$ cat config.mk
export PLATFORM = sky130hd
export DESIGN_NAME = rational_arith_reduce_top_flat
export DESIGN_NICKNAME = d
export VERILOG_FILES = /design/src/rtl/core/rar_pkg.sv /design/src/rtl/core/rar_in_if.sv /design/src/rtl/core/rar_out_if.sv /design/src/rtl/core/rar_front.sv /design/src/rtl/core/rar_queue.sv /design/src/rtl/core/rar_back.sv /design/src/rtl/core/rational_arith_reduce_top.sv /design/src/flat_wrapper.sv
export SDC_FILE = /design/constraint.sdc
export NUM_CORES = 2
export LEC_CHECK = 0
export BUFFER_PORTS_ARGS = -buffer_cell sky130_fd_sc_hd__buf_4
export CAP_MARGIN = 10
export CORE_UTILIZATION = 45
export DETAILED_ROUTE_END_ITERATION = 7
export PLACE_DENSITY = 0.57
export SETUP_SLACK_MARGIN = 0.15
export SLEW_MARGIN = 40
export SYNTH_ARGS = -nofsm -noshare
export SYNTH_HDL_FRONTEND = slang
export SYNTH_SLANG_ARGS = --single-unit
$ cat constraint.sdc
create_clock -name clk -period 8.1 [get_ports clk]
set_input_delay 1.62 -clock clk [delete_from_list [all_inputs] [get_ports clk]]
set_output_delay 1.62 -clock clk [all_outputs]
set_load 0.05 [all_outputs]
$ cat src/rtl/core/rar_pkg.sv
// ----------------------------------------------------------------------------
// rar_pkg
// shared constants, command codes and sequencer states of the rational
// arithmetic unit
// ----------------------------------------------------------------------------
package rar_pkg;

    localparam int OPERAND_BITS_DEF = 16;
    localparam int CMD_BITS         = 3;
    localparam int NUM_BITS         = 33;
    localparam int DEN_BITS         = 31;
    localparam int QUEUE_DEPTH      = 2;

    typedef enum logic [CMD_BITS-1:0] {
        CMD_ADD  = 3'd0,
        CMD_SUB  = 3'd1,
        CMD_MUL  = 3'd2,
        CMD_DIV  = 3'd3,
        CMD_NORM = 3'd4
    } cmd_t;

    typedef enum logic [2:0] {
        S_IDLE,
        S_MUL0,
        S_MUL1,
        S_MUL2,
        S_SIGN,
        S_GCD,
        S_DIV,
        S_DONE
    } back_state_t;

endpackage

$ cat src/rtl/core/rar_in_if.sv
// ----------------------------------------------------------------------------
// rar_in_if
// request channel: command and two signed fractions
// ----------------------------------------------------------------------------
interface rar_in_if #(
    parameter int OPERAND_BITS = rar_pkg::OPERAND_BITS_DEF
);
    logic                           valid;
    logic                           ready;
    logic [rar_pkg::CMD_BITS-1:0]   cmd;
    logic signed [OPERAND_BITS-1:0] a_num;
    logic signed [OPERAND_BITS-1:0] a_den;
    logic signed [OPERAND_BITS-1:0] b_num;
    logic signed [OPERAND_BITS-1:0] b_den;

    modport source (output valid, cmd, a_num, a_den, b_num, b_den, input ready);
    modport sink   (input valid, cmd, a_num, a_den, b_num, b_den, output ready);
endinterface

$ cat src/rtl/core/rar_out_if.sv
// ----------------------------------------------------------------------------
// rar_out_if
// result channel: reduced fraction and zero denominator flag
// ----------------------------------------------------------------------------
interface rar_out_if;
    logic                              valid;
    logic                              ready;
    logic signed [rar_pkg::NUM_BITS-1:0] res_num;
    logic [rar_pkg::DEN_BITS-1:0]      res_den;
    logic                              zero_den;

    modport source (output valid, res_num, res_den, zero_den, input ready);
    modport sink   (input valid, res_num, res_den, zero_den, output ready);
endinterface

$ cat src/rtl/core/rar_front.sv
// ----------------------------------------------------------------------------
// rar_front
// classifies a request into three multiplier operand pairs, an add or
// subtract flag, a unit denominator flag and the zero denominator flag
// ----------------------------------------------------------------------------
module rar_front #(
    parameter int OPERAND_BITS = rar_pkg::OPERAND_BITS_DEF,
    parameter int ITEM_BITS    = 6 * OPERAND_BITS + 3
) (
    rar_in_if.sink               req,
    output logic                 push_valid,
    input  logic                 push_ready,
    output logic [ITEM_BITS-1:0] push_data
);
    import rar_pkg::*;

    localparam int N = OPERAND_BITS;

    logic signed [N-1:0] one_c;
    logic signed [N-1:0] ad, bd;
    logic signed [N-1:0] x0, y0, x1, y1, x2, y2;
    logic                sub, flag, unit;
    logic                a_zero, b_zero, bn_zero;

    assign one_c   = N'(1);
    assign a_zero  = (req.a_den == '0);
    assign b_zero  = (req.b_den == '0);
    assign bn_zero = (req.b_num == '0);
    assign ad      = a_zero ? one_c : req.a_den;
    assign bd      = b_zero ? one_c : req.b_den;

    always_comb
    begin
        x0   = req.a_num;
        y0   = one_c;
        x1   = '0;
        y1   = '0;
        x2   = ad;
        y2   = one_c;
        sub  = 1'b0;
        unit = 1'b0;
        flag = a_zero;
        unique case (req.cmd)
            CMD_ADD, CMD_SUB:
            begin
                y0   = bd;
                x1   = req.b_num;
                y1   = ad;
                y2   = bd;
                sub  = (req.cmd == CMD_SUB);
                flag = a_zero | b_zero;
            end
            CMD_MUL:
            begin
                y0   = req.b_num;
                y2   = bd;
                flag = a_zero | b_zero;
            end
            CMD_DIV:
            begin
                // dividing by zero gives the reduced numerator of a over one
                y0   = bn_zero ? one_c : bd;
                y2   = bn_zero ? one_c : req.b_num;
                unit = bn_zero;
                flag = a_zero | b_zero | bn_zero;
            end
            default:
            begin
                // normalise a alone
            end
        endcase
    end

    assign push_valid = req.valid;
    assign req.ready  = push_ready;
    assign push_data  = {unit, sub, flag, x0, y0, x1, y1, x2, y2};

endmodule

$ cat src/rtl/core/rar_queue.sv
// ----------------------------------------------------------------------------
// rar_queue
// small register queue between the front and the arithmetic sequencer
// ----------------------------------------------------------------------------
module rar_queue #(
    parameter int WIDTH = 8
) (
    input  logic             clk,
    input  logic             rst_n,
    input  logic             wr_valid,
    output logic             wr_ready,
    input  logic [WIDTH-1:0] wr_data,
    output logic             rd_valid,
    input  logic             rd_ready,
    output logic [WIDTH-1:0] rd_data
);
    import rar_pkg::*;

    localparam int PW = $clog2(QUEUE_DEPTH);
    localparam int CW = $clog2(QUEUE_DEPTH + 1);

    logic [WIDTH-1:0] mem_reg [QUEUE_DEPTH];
    logic [PW-1:0]    wr_ptr_reg, rd_ptr_reg;
    logic [CW-1:0]    count_reg;
    logic             do_wr, do_rd;

    assign wr_ready = (count_reg != CW'(QUEUE_DEPTH));
    assign rd_valid = (count_reg != '0);
    assign rd_data  = mem_reg[rd_ptr_reg];
    assign do_wr    = wr_valid & wr_ready;
    assign do_rd    = rd_valid & rd_ready;

    always_ff @(posedge clk)
    begin
        if (do_wr)
        begin
            mem_reg[wr_ptr_reg] <= wr_data;
        end
    end

    always_ff @(posedge clk or negedge rst_n)
    begin
        if (!rst_n)
        begin
            wr_ptr_reg <= '0;
            rd_ptr_reg <= '0;
            count_reg  <= '0;
        end
        else
        begin
            if (do_wr)
            begin
                wr_ptr_reg <= (wr_ptr_reg == PW'(QUEUE_DEPTH - 1)) ? '0 : wr_ptr_reg + 1'b1;
            end
            if (do_rd)
            begin
                rd_ptr_reg <= (rd_ptr_reg == PW'(QUEUE_DEPTH - 1)) ? '0 : rd_ptr_reg + 1'b1;
            end
            if (do_wr && !do_rd)
            begin
                count_reg <= count_reg + 1'b1;
            end
            else if (do_rd && !do_wr)
            begin
                count_reg <= count_reg - 1'b1;
            end
        end
    end

endmodule

$ cat src/rtl/core/rar_back.sv
// ----------------------------------------------------------------------------
// rar_back
// sequencer: three products on one multiplier, sign split, binary gcd,
// two restoring dividers and the result register
// ----------------------------------------------------------------------------
module rar_back #(
    parameter int OPERAND_BITS = rar_pkg::OPERAND_BITS_DEF,
    parameter int ITEM_BITS    = 6 * OPERAND_BITS + 3
) (
    input  logic                 clk,
    input  logic                 rst_n,
    input  logic                 q_valid,
    output logic                 q_ready,
    input  logic [ITEM_BITS-1:0] q_data,
    rar_out_if.source            rsp
);
    import rar_pkg::*;

    localparam int N  = OPERAND_BITS;
    localparam int W  = 2 * OPERAND_BITS;
    localparam int KW = $clog2(W + 1);
    localparam int CW = $clog2(W);

    back_state_t             st_reg, st_next;
    logic [ITEM_BITS-1:0]    item_reg, item_next;
    logic signed [W-1:0]     p0_reg, p0_next, p1_reg, p1_next, d_reg, d_next;
    logic [W-1:0]            x_reg, x_next, y_reg, y_next, g_reg, g_next;
    logic [KW-1:0]           k_reg, k_next;
    logic [W-1:0]            qn_reg, qn_next, qd_reg, qd_next;
    logic [W-1:0]            rn_reg, rn_next, rd_reg, rd_next;
    logic [CW-1:0]           cnt_reg, cnt_next;
    logic                    neg_reg, neg_next;
    logic                    out_valid_reg, out_valid_next;
    logic signed [NUM_BITS-1:0] out_num_reg, out_num_next;
    logic [DEN_BITS-1:0]     out_den_reg, out_den_next;
    logic                    out_flag_reg, out_flag_next;

    logic                    it_unit, it_sub, it_flag;
    logic signed [N-1:0]     it_x0, it_y0, it_x1, it_y1, it_x2, it_y2;
    logic signed [N-1:0]     mx, my;
    logic signed [W-1:0]     prod;
    logic signed [W:0]       nsum, dext;
    logic [W-1:0]            un, ud;
    logic [W:0]              trial_n, trial_d;
    logic signed [W:0]       snum;

    assign {it_unit, it_sub, it_flag, it_x0, it_y0, it_x1, it_y1, it_x2, it_y2} = item_reg;

    // shared multiplier, operands chosen by the step
    always_comb
    begin
        unique case (st_reg)
            S_MUL1:
            begin
                mx = it_x1;
                my = it_y1;
            end
            S_MUL2:
            begin
                mx = it_x2;
                my = it_y2;
            end
            default:
            begin
                mx = it_x0;
                my = it_y0;
            end
        endcase
    end
    assign prod = mx * my;

    assign nsum = it_sub ? ((W + 1)'(p0_reg) - (W + 1)'(p1_reg))
                         : ((W + 1)'(p0_reg) + (W + 1)'(p1_reg));
    assign dext = (W + 1)'(d_reg);
    assign un   = nsum[W] ? W'(-nsum) : W'(nsum);
    assign ud   = dext[W] ? W'(-dext) : W'(dext);

    assign trial_n = {rn_reg, qn_reg[W-1]} - {1'b0, g_reg};
    assign trial_d = {rd_reg, qd_reg[W-1]} - {1'b0, g_reg};

    assign snum = neg_reg ? -$signed({1'b0, qn_reg}) : $signed({1'b0, qn_reg});

    always_comb
    begin
        st_next        = st_reg;
        item_next      = item_reg;
        p0_next        = p0_reg;
        p1_next        = p1_reg;
        d_next         = d_reg;
        x_next         = x_reg;
        y_next         = y_reg;
        g_next         = g_reg;
        k_next         = k_reg;
        qn_next        = qn_reg;
        qd_next        = qd_reg;
        rn_next        = rn_reg;
        rd_next        = rd_reg;
        cnt_next       = cnt_reg;
        neg_next       = neg_reg;
        out_num_next   = out_num_reg;
        out_den_next   = out_den_reg;
        out_flag_next  = out_flag_reg;
        out_valid_next = out_valid_reg & ~rsp.ready;
        q_ready        = 1'b0;

        unique case (st_reg)
            S_IDLE:
            begin
                q_ready = 1'b1;
                if (q_valid)
                begin
                    item_next = q_data;
                    st_next   = S_MUL0;
                end
            end
            S_MUL0:
            begin
                p0_next = prod;
                st_next = S_MUL1;
            end
            S_MUL1:
            begin
                p1_next = prod;
                st_next = S_MUL2;
            end
            S_MUL2:
            begin
                d_next  = prod;
                st_next = S_SIGN;
            end
            S_SIGN:
            begin
                qn_next  = un;
                qd_next  = ud;
                x_next   = un;
                y_next   = ud;
                k_next   = '0;
                neg_next = nsum[W] ^ dext[W];
                if (un == '0)
                begin
                    qd_next  = W'(1);
                    neg_next = 1'b0;
                    st_next  = S_DONE;
                end
                else
                begin
                    st_next = S_GCD;
                end
            end
            S_GCD:
            begin
                priority if (x_reg == y_reg)
                begin
                    g_next   = W'(x_reg << k_reg);
                    rn_next  = '0;
                    rd_next  = '0;
                    cnt_next = '0;
                    st_next  = S_DIV;
                end
                else if (!x_reg[0] && !y_reg[0])
                begin
                    x_next = x_reg >> 1;
                    y_next = y_reg >> 1;
                    k_next = k_reg + 1'b1;
                end
                else if (!x_reg[0])
                begin
                    x_next = x_reg >> 1;
                end
                else if (!y_reg[0])
                begin
                    y_next = y_reg >> 1;
                end
                else if (x_reg > y_reg)
                begin
                    x_next = (x_reg - y_reg) >> 1;
                end
                else
                begin
                    y_next = (y_reg - x_reg) >> 1;
                end
            end
            S_DIV:
            begin
                // one quotient bit per cycle for both parts
                if (!trial_n[W])
                begin
                    rn_next = trial_n[W-1:0];
                end
                else
                begin
                    rn_next = {rn_reg[W-2:0], qn_reg[W-1]};
                end
                if (!trial_d[W])
                begin
                    rd_next = trial_d[W-1:0];
                end
                else
                begin
                    rd_next = {rd_reg[W-2:0], qd_reg[W-1]};
                end
                qn_next  = {qn_reg[W-2:0], ~trial_n[W]};
                qd_next  = {qd_reg[W-2:0], ~trial_d[W]};
                cnt_next = cnt_reg + 1'b1;
                if (cnt_reg == CW'(W - 1))
                begin
                    st_next = S_DONE;
                end
            end
            S_DONE:
            begin
                if (!out_valid_reg || rsp.ready)
                begin
                    out_num_next   = NUM_BITS'(snum);
                    out_den_next   = it_unit ? DEN_BITS'(1) : DEN_BITS'(qd_reg);
                    out_flag_next  = it_flag;
                    out_valid_next = 1'b1;
                    st_next        = S_IDLE;
                end
            end
            default:
            begin
                st_next = S_IDLE;
            end
        endcase
    end

    always_ff @(posedge clk or negedge rst_n)
    begin
        if (!rst_n)
        begin
            st_reg        <= S_IDLE;
            out_valid_reg <= 1'b0;
        end
        else
        begin
            st_reg        <= st_next;
            out_valid_reg <= out_valid_next;
        end
    end

    always_ff @(posedge clk)
    begin
        item_reg     <= item_next;
        p0_reg       <= p0_next;
        p1_reg       <= p1_next;
        d_reg        <= d_next;
        x_reg        <= x_next;
        y_reg        <= y_next;
        g_reg        <= g_next;
        k_reg        <= k_next;
        qn_reg       <= qn_next;
        qd_reg       <= qd_next;
        rn_reg       <= rn_next;
        rd_reg       <= rd_next;
        cnt_reg      <= cnt_next;
        neg_reg      <= neg_next;
        out_num_reg  <= out_num_next;
        out_den_reg  <= out_den_next;
        out_flag_reg <= out_flag_next;
    end

    assign rsp.valid    = out_valid_reg;
    assign rsp.res_num  = out_num_reg;
    assign rsp.res_den  = out_den_reg;
    assign rsp.zero_den = out_flag_reg;

    a_pop_idle: assert property (@(posedge clk) disable iff (!rst_n)
        (q_valid && q_ready) |-> (st_reg == S_IDLE))
        else $error("queue popped while sequencer busy");

    a_gcd_nonzero: assert property (@(posedge clk) disable iff (!rst_n)
        (st_reg == S_GCD) |-> (x_reg != '0 && y_reg != '0))
        else $error("gcd operand reached zero");

    a_load_slot: assert property (@(posedge clk) disable iff (!rst_n)
        (st_reg == S_DONE && out_valid_reg && !rsp.ready) |=> (st_reg == S_DONE))
        else $error("result left sequencer while output slot full");

    a_div_done: assert property (@(posedge clk) disable iff (!rst_n)
        (st_reg == S_DIV && cnt_reg == CW'(W - 1)) |=> (st_reg == S_DONE))
        else $error("divider did not finish");

endmodule

$ cat src/rtl/core/rational_arith_reduce_top.sv
// ----------------------------------------------------------------------------
// rational_arith_reduce_top
// exact add, subtract, multiply, divide or normalise of two signed fractions
// with the result reduced by its greatest common divisor
// ----------------------------------------------------------------------------
// req carries cmd and a_num/a_den, b_num/b_den; rsp carries the reduced
// res_num/res_den and zero_den. both use valid/ready, a request moves when
// both are high.
// the front classifies a request into three products and queues it in a
// two-entry queue; the back forms the products one after another on one
// multiplier, splits the sign, runs a binary gcd (one step a cycle, at most
// about 2*2*OPERAND_BITS steps), then divides both parts by the gcd with two
// restoring dividers.
// one request is in the back at a time; the queue takes up to two more.
// a finished result waits in the output register while rsp is stalled and
// the back holds the next one until the register frees.
// reset empties the queue and the output register and idles the sequencer.
// ----------------------------------------------------------------------------
module rational_arith_reduce_top #(
    parameter int OPERAND_BITS = rar_pkg::OPERAND_BITS_DEF
) (
    input  logic      clk,
    input  logic      rst_n,
    rar_in_if.sink    req,
    rar_out_if.source rsp
);
    import rar_pkg::*;

    localparam int ITEM_BITS = 6 * OPERAND_BITS + 3;

    logic                 push_valid, push_ready;
    logic [ITEM_BITS-1:0] push_data;
    logic                 pop_valid, pop_ready;
    logic [ITEM_BITS-1:0] pop_data;

    rar_front #(
        .OPERAND_BITS (OPERAND_BITS),
        .ITEM_BITS    (ITEM_BITS)
    ) u_front (
        .req        (req),
        .push_valid (push_valid),
        .push_ready (push_ready),
        .push_data  (push_data)
    );

    rar_queue #(
        .WIDTH (ITEM_BITS)
    ) u_queue (
        .clk      (clk),
        .rst_n    (rst_n),
        .wr_valid (push_valid),
        .wr_ready (push_ready),
        .wr_data  (push_data),
        .rd_valid (pop_valid),
        .rd_ready (pop_ready),
        .rd_data  (pop_data)
    );

    rar_back #(
        .OPERAND_BITS (OPERAND_BITS),
        .ITEM_BITS    (ITEM_BITS)
    ) u_back (
        .clk     (clk),
        .rst_n   (rst_n),
        .q_valid (pop_valid),
        .q_ready (pop_ready),
        .q_data  (pop_data),
        .rsp     (rsp)
    );

endmodule
$ cat src/flat_wrapper.sv
// flat-port wrapper written by rule: the top's interface ports become plain ports
module rational_arith_reduce_top_flat import rar_pkg::*;
#(
    parameter int OPERAND_BITS = rar_pkg::OPERAND_BITS_DEF
)
  (clk, rst_n, req_valid, req_cmd, req_a_num, req_a_den, req_b_num, req_b_den, req_ready, rsp_valid, rsp_res_num, rsp_res_den, rsp_zero_den, rsp_ready);
  rar_in_if #(.OPERAND_BITS(OPERAND_BITS)) req_i ();
  rar_out_if rsp_i ();
  input  logic clk;
  input  logic rst_n;
  input wire logic [$bits(req_i.valid)-1:0] req_valid;
  input wire logic [$bits(req_i.cmd)-1:0] req_cmd;
  input wire logic [$bits(req_i.a_num)-1:0] req_a_num;
  input wire logic [$bits(req_i.a_den)-1:0] req_a_den;
  input wire logic [$bits(req_i.b_num)-1:0] req_b_num;
  input wire logic [$bits(req_i.b_den)-1:0] req_b_den;
  output wire logic [$bits(req_i.ready)-1:0] req_ready;
  output wire logic [$bits(rsp_i.valid)-1:0] rsp_valid;
  output wire logic [$bits(rsp_i.res_num)-1:0] rsp_res_num;
  output wire logic [$bits(rsp_i.res_den)-1:0] rsp_res_den;
  output wire logic [$bits(rsp_i.zero_den)-1:0] rsp_zero_den;
  input wire logic [$bits(rsp_i.ready)-1:0] rsp_ready;
  assign req_i.valid = req_valid;
  assign req_i.cmd = req_cmd;
  assign req_i.a_num = req_a_num;
  assign req_i.a_den = req_a_den;
  assign req_i.b_num = req_b_num;
  assign req_i.b_den = req_b_den;
  assign req_ready = req_i.ready;
  assign rsp_valid = rsp_i.valid;
  assign rsp_res_num = rsp_i.res_num;
  assign rsp_res_den = rsp_i.res_den;
  assign rsp_zero_den = rsp_i.zero_den;
  assign rsp_i.ready = rsp_ready;
  rational_arith_reduce_top #(.OPERAND_BITS(OPERAND_BITS)) u_core (.clk(clk), .rst_n(rst_n), .req(req_i), .rsp(rsp_i));
endmodule
==> results.txt <==
status -> complete, no violations
CTS buffer count -> 81
Routed Antenna Nets -> 0
placed inst area -> 0.0530 sq mm
num rows -> 121
CP endpoint kind -> register
worst reg-to-reg path cell count -> 25
launch point of the worst reg-to-reg path -> u_core.u_back.st_reg[2]
Critical Path Source -> u_core.u_back.st_reg[2]
Placer Congestion -> 0.937
f_max -> 0.132 GHz
max_cap viols -> 0
Yosys reg bits -> 702
Leak Pwr -> 22.4 nW
Syn-to-layout area delta -> 11.8%
Hold Crit Class -> register to register
area leader, netlist -> edfxtp_1
most frequent cells in the layout -> edfxtp_1, inv_1, nor2_1
DIE HEIGHT -> 335 microns
Via Count -> 35800
Cells after DPL -> 6203
sequential cell area fraction in the yosys report -> 42.2%
Synth warnings -> 0
CTS sink cnt -> 702
Worst VDD drop -> 0.000260 V
asr flop ratio synth -> 1.14%
cell count after synthesis -> 4693
Mapped Area -> 0.0498 sq mm
synthesized net count -> 5281
main flop type after synthesis -> edfxtp_1
Power Density -> 151 mW/mm^2
die area -> 0.112 sq mm
most numerous cell on the critical path -> fa_1
Hold Startpoint -> u_core.u_back.item_reg[96]
top cells by area, synth -> edfxtp_1, fa_1, ha_1, inv_1, xnor2_1
Skew-Pair Late Insertion Delay -> 0.69 ns
reg-to-reg endpoint -> u_core.u_back.p0_reg[30]
DRT iter0 DRCs -> 2558
Worst Path Buf+Inv -> 4
vias in the first global route -> 35100
wire length of the first global-routing pass -> 212000 microns
root buf cell -> clkbuf_16
DRC violations left -> 0
Via-to-Cell Ratio -> 5.63
Largest register FFs -> 198
RSZ-0062 raised after global routing -> no
drt pass-1 iters -> 8
Crit path depth -> 25
placed wire-length estimate -> 108000 microns
initial antenna violation count -> 3
total power -> 8.43 mW
Die W -> 335 microns
CTS tree -> yes
commonest non-fill, non-tap cell in the layout -> edfxtp_1
Final setup viols -> 0
final worst slack -> 0.530 ns
Post-synth EDFFs -> 694
CP Capture Point -> u_core.u_back.p0_reg[30]
largest net degree at the start of global routing -> 75
CP max-delay cell -> fa_1
total core area -> 0.109 sq mm
initial core utilization -> 45.6%
Finished Layout Cells -> 6350
cts hold-fix bufs -> 0
slowest stage delay, CP -> 0.55 ns
Clock Path Buffers -> 3
Worst Skew -> 0.0376 ns
ratio of cells with drive above 1 in the final layout -> 11.7%
required time worst endpoint -> 8.59 ns
nets -> 5401
Clock Pin Slew Worst Setup and Hold Paths -> 0.06 ns
crit path launch type -> register
relative slew slack -> 38.3%
fin crit period -> 7.57 ns
post-cts resize count -> 0
Least-Margin Pin Slew -> 0.917 ns
Total GRT Usage -> 24.9%
CP arrival -> 8.06 ns
library cells used by synthesis -> 96
TNS Setup -> 0 ns
Wirelength per Cell -> 22.1 microns
Synth top area share -> 41.8%
worst setup path class -> register to register
fin crit share -> 93.5%
design area -> 0.0557 sq mm
CP max FO -> 12
Routed WL -> 141000 microns
DP Worst Slack -> 0.267 ns
Final Max Tran Viols -> 0
H-tree Lvls -> 3
endpoints failing hold -> 0
GRT overflow -> 0
cell family with most CP delay -> adder cells
PortBufs -> 137
syn avg cell area -> 10.6 sq um
Worst R2R Setup Slack -> 0.53 ns
IO Count -> 138
post-CTS setup buffers -> 0
==> metal layers <==
metal,track usage (%),part of all wire (%),vias up
li1,-,-,16800
met1,31.7,42,17800
met2,43.1,50,934
met3,2.91,4.3,241
met4,9.55,3.9,6
met5,0,0.025,-
==> synthesized netlist by cell type (11+ instances only) <==
cell type / count
o21ai_0: 142
xor2_1: 82
nand4_1: 17
mux2_2: 104
a21boi_0: 13
a221oi_1: 53
o211ai_1: 12
nor2_1: 431
nor4_1: 31
fa_1: 267
nand2b_1: 53
or4_1: 16
mux2i_1: 81
o21a_1: 52
a31oi_1: 20
a211oi_1: 86
nor4b_1: 11
a21o_1: 92
and3_1: 30
edfxtp_1: 694
or3_1: 28
ha_1: 250
nor3b_1: 16
xnor2_1: 203
o21ai_1: 16
nor3_1: 70
inv_1: 475
buf_1: 22
a22o_1: 29
nand2_1: 369
nor2b_1: 77
o21bai_1: 22
nand3_1: 62
o31ai_1: 28
mux4_2: 24
and2_1: 54
o41ai_1: 12
clkbuf_1: 188
a21oi_1: 304
==> layout make-up <==
type                       count  area [sq um]
clock inverter                48           603
clock buffer                  95          2080
fill                       10000         53600
antenna                        1          2.50
sequential                   702         21000
timing repair buffer         255          2000
inverter                     475          1790
multi-input combinational   3298         26300
tap                         1476          1850
==> logic make-up after synthesis <==
logic type	count (synthesis)	share of synthesized area (%)
AOI/OAI and AO/OA	973	12.8
xor gates and xnor gates	286	5.04
adders and majority gates	517	17.0
buffers and inverters	695	5.30
DFF	702	42.2
muxes	209	5.06
and+or+nand+nor	1311	12.5
==> through the flow <==
step	hold slack (ns)	utilization, %
2_1_floorplan	0.400	-
3_3_place_gp	0.475	48.3
3_5_place_dp	0.480	48.4
4_1_cts	0.489	50.9
5_1_grt	0.500	51.0
6_report	0.470	51.0
==> power by group <==
group	leakage (nW)	internal, mW	switching (mW)
logic	14.7	0.134	0.254
registers	6.36	4.26	0.0522
clock network	1.29	2.13	1.60
==> worst min path at each step <==
stage / end / depth (start not counted)
3_5_place_dp: u_core.u_back.rsp.zero_den / 0
5_1_grt: u_core.u_back.rsp.zero_den / 0
6_report: u_core.u_back.rsp.zero_den / 0
2_1_floorplan: u_core.u_back.rsp.zero_den / 0
4_1_cts: u_core.u_back.rsp.zero_den / 0
3_3_place_gp: u_core.u_back.rsp.zero_den / 0
Power figures use the tool's default switching activity.
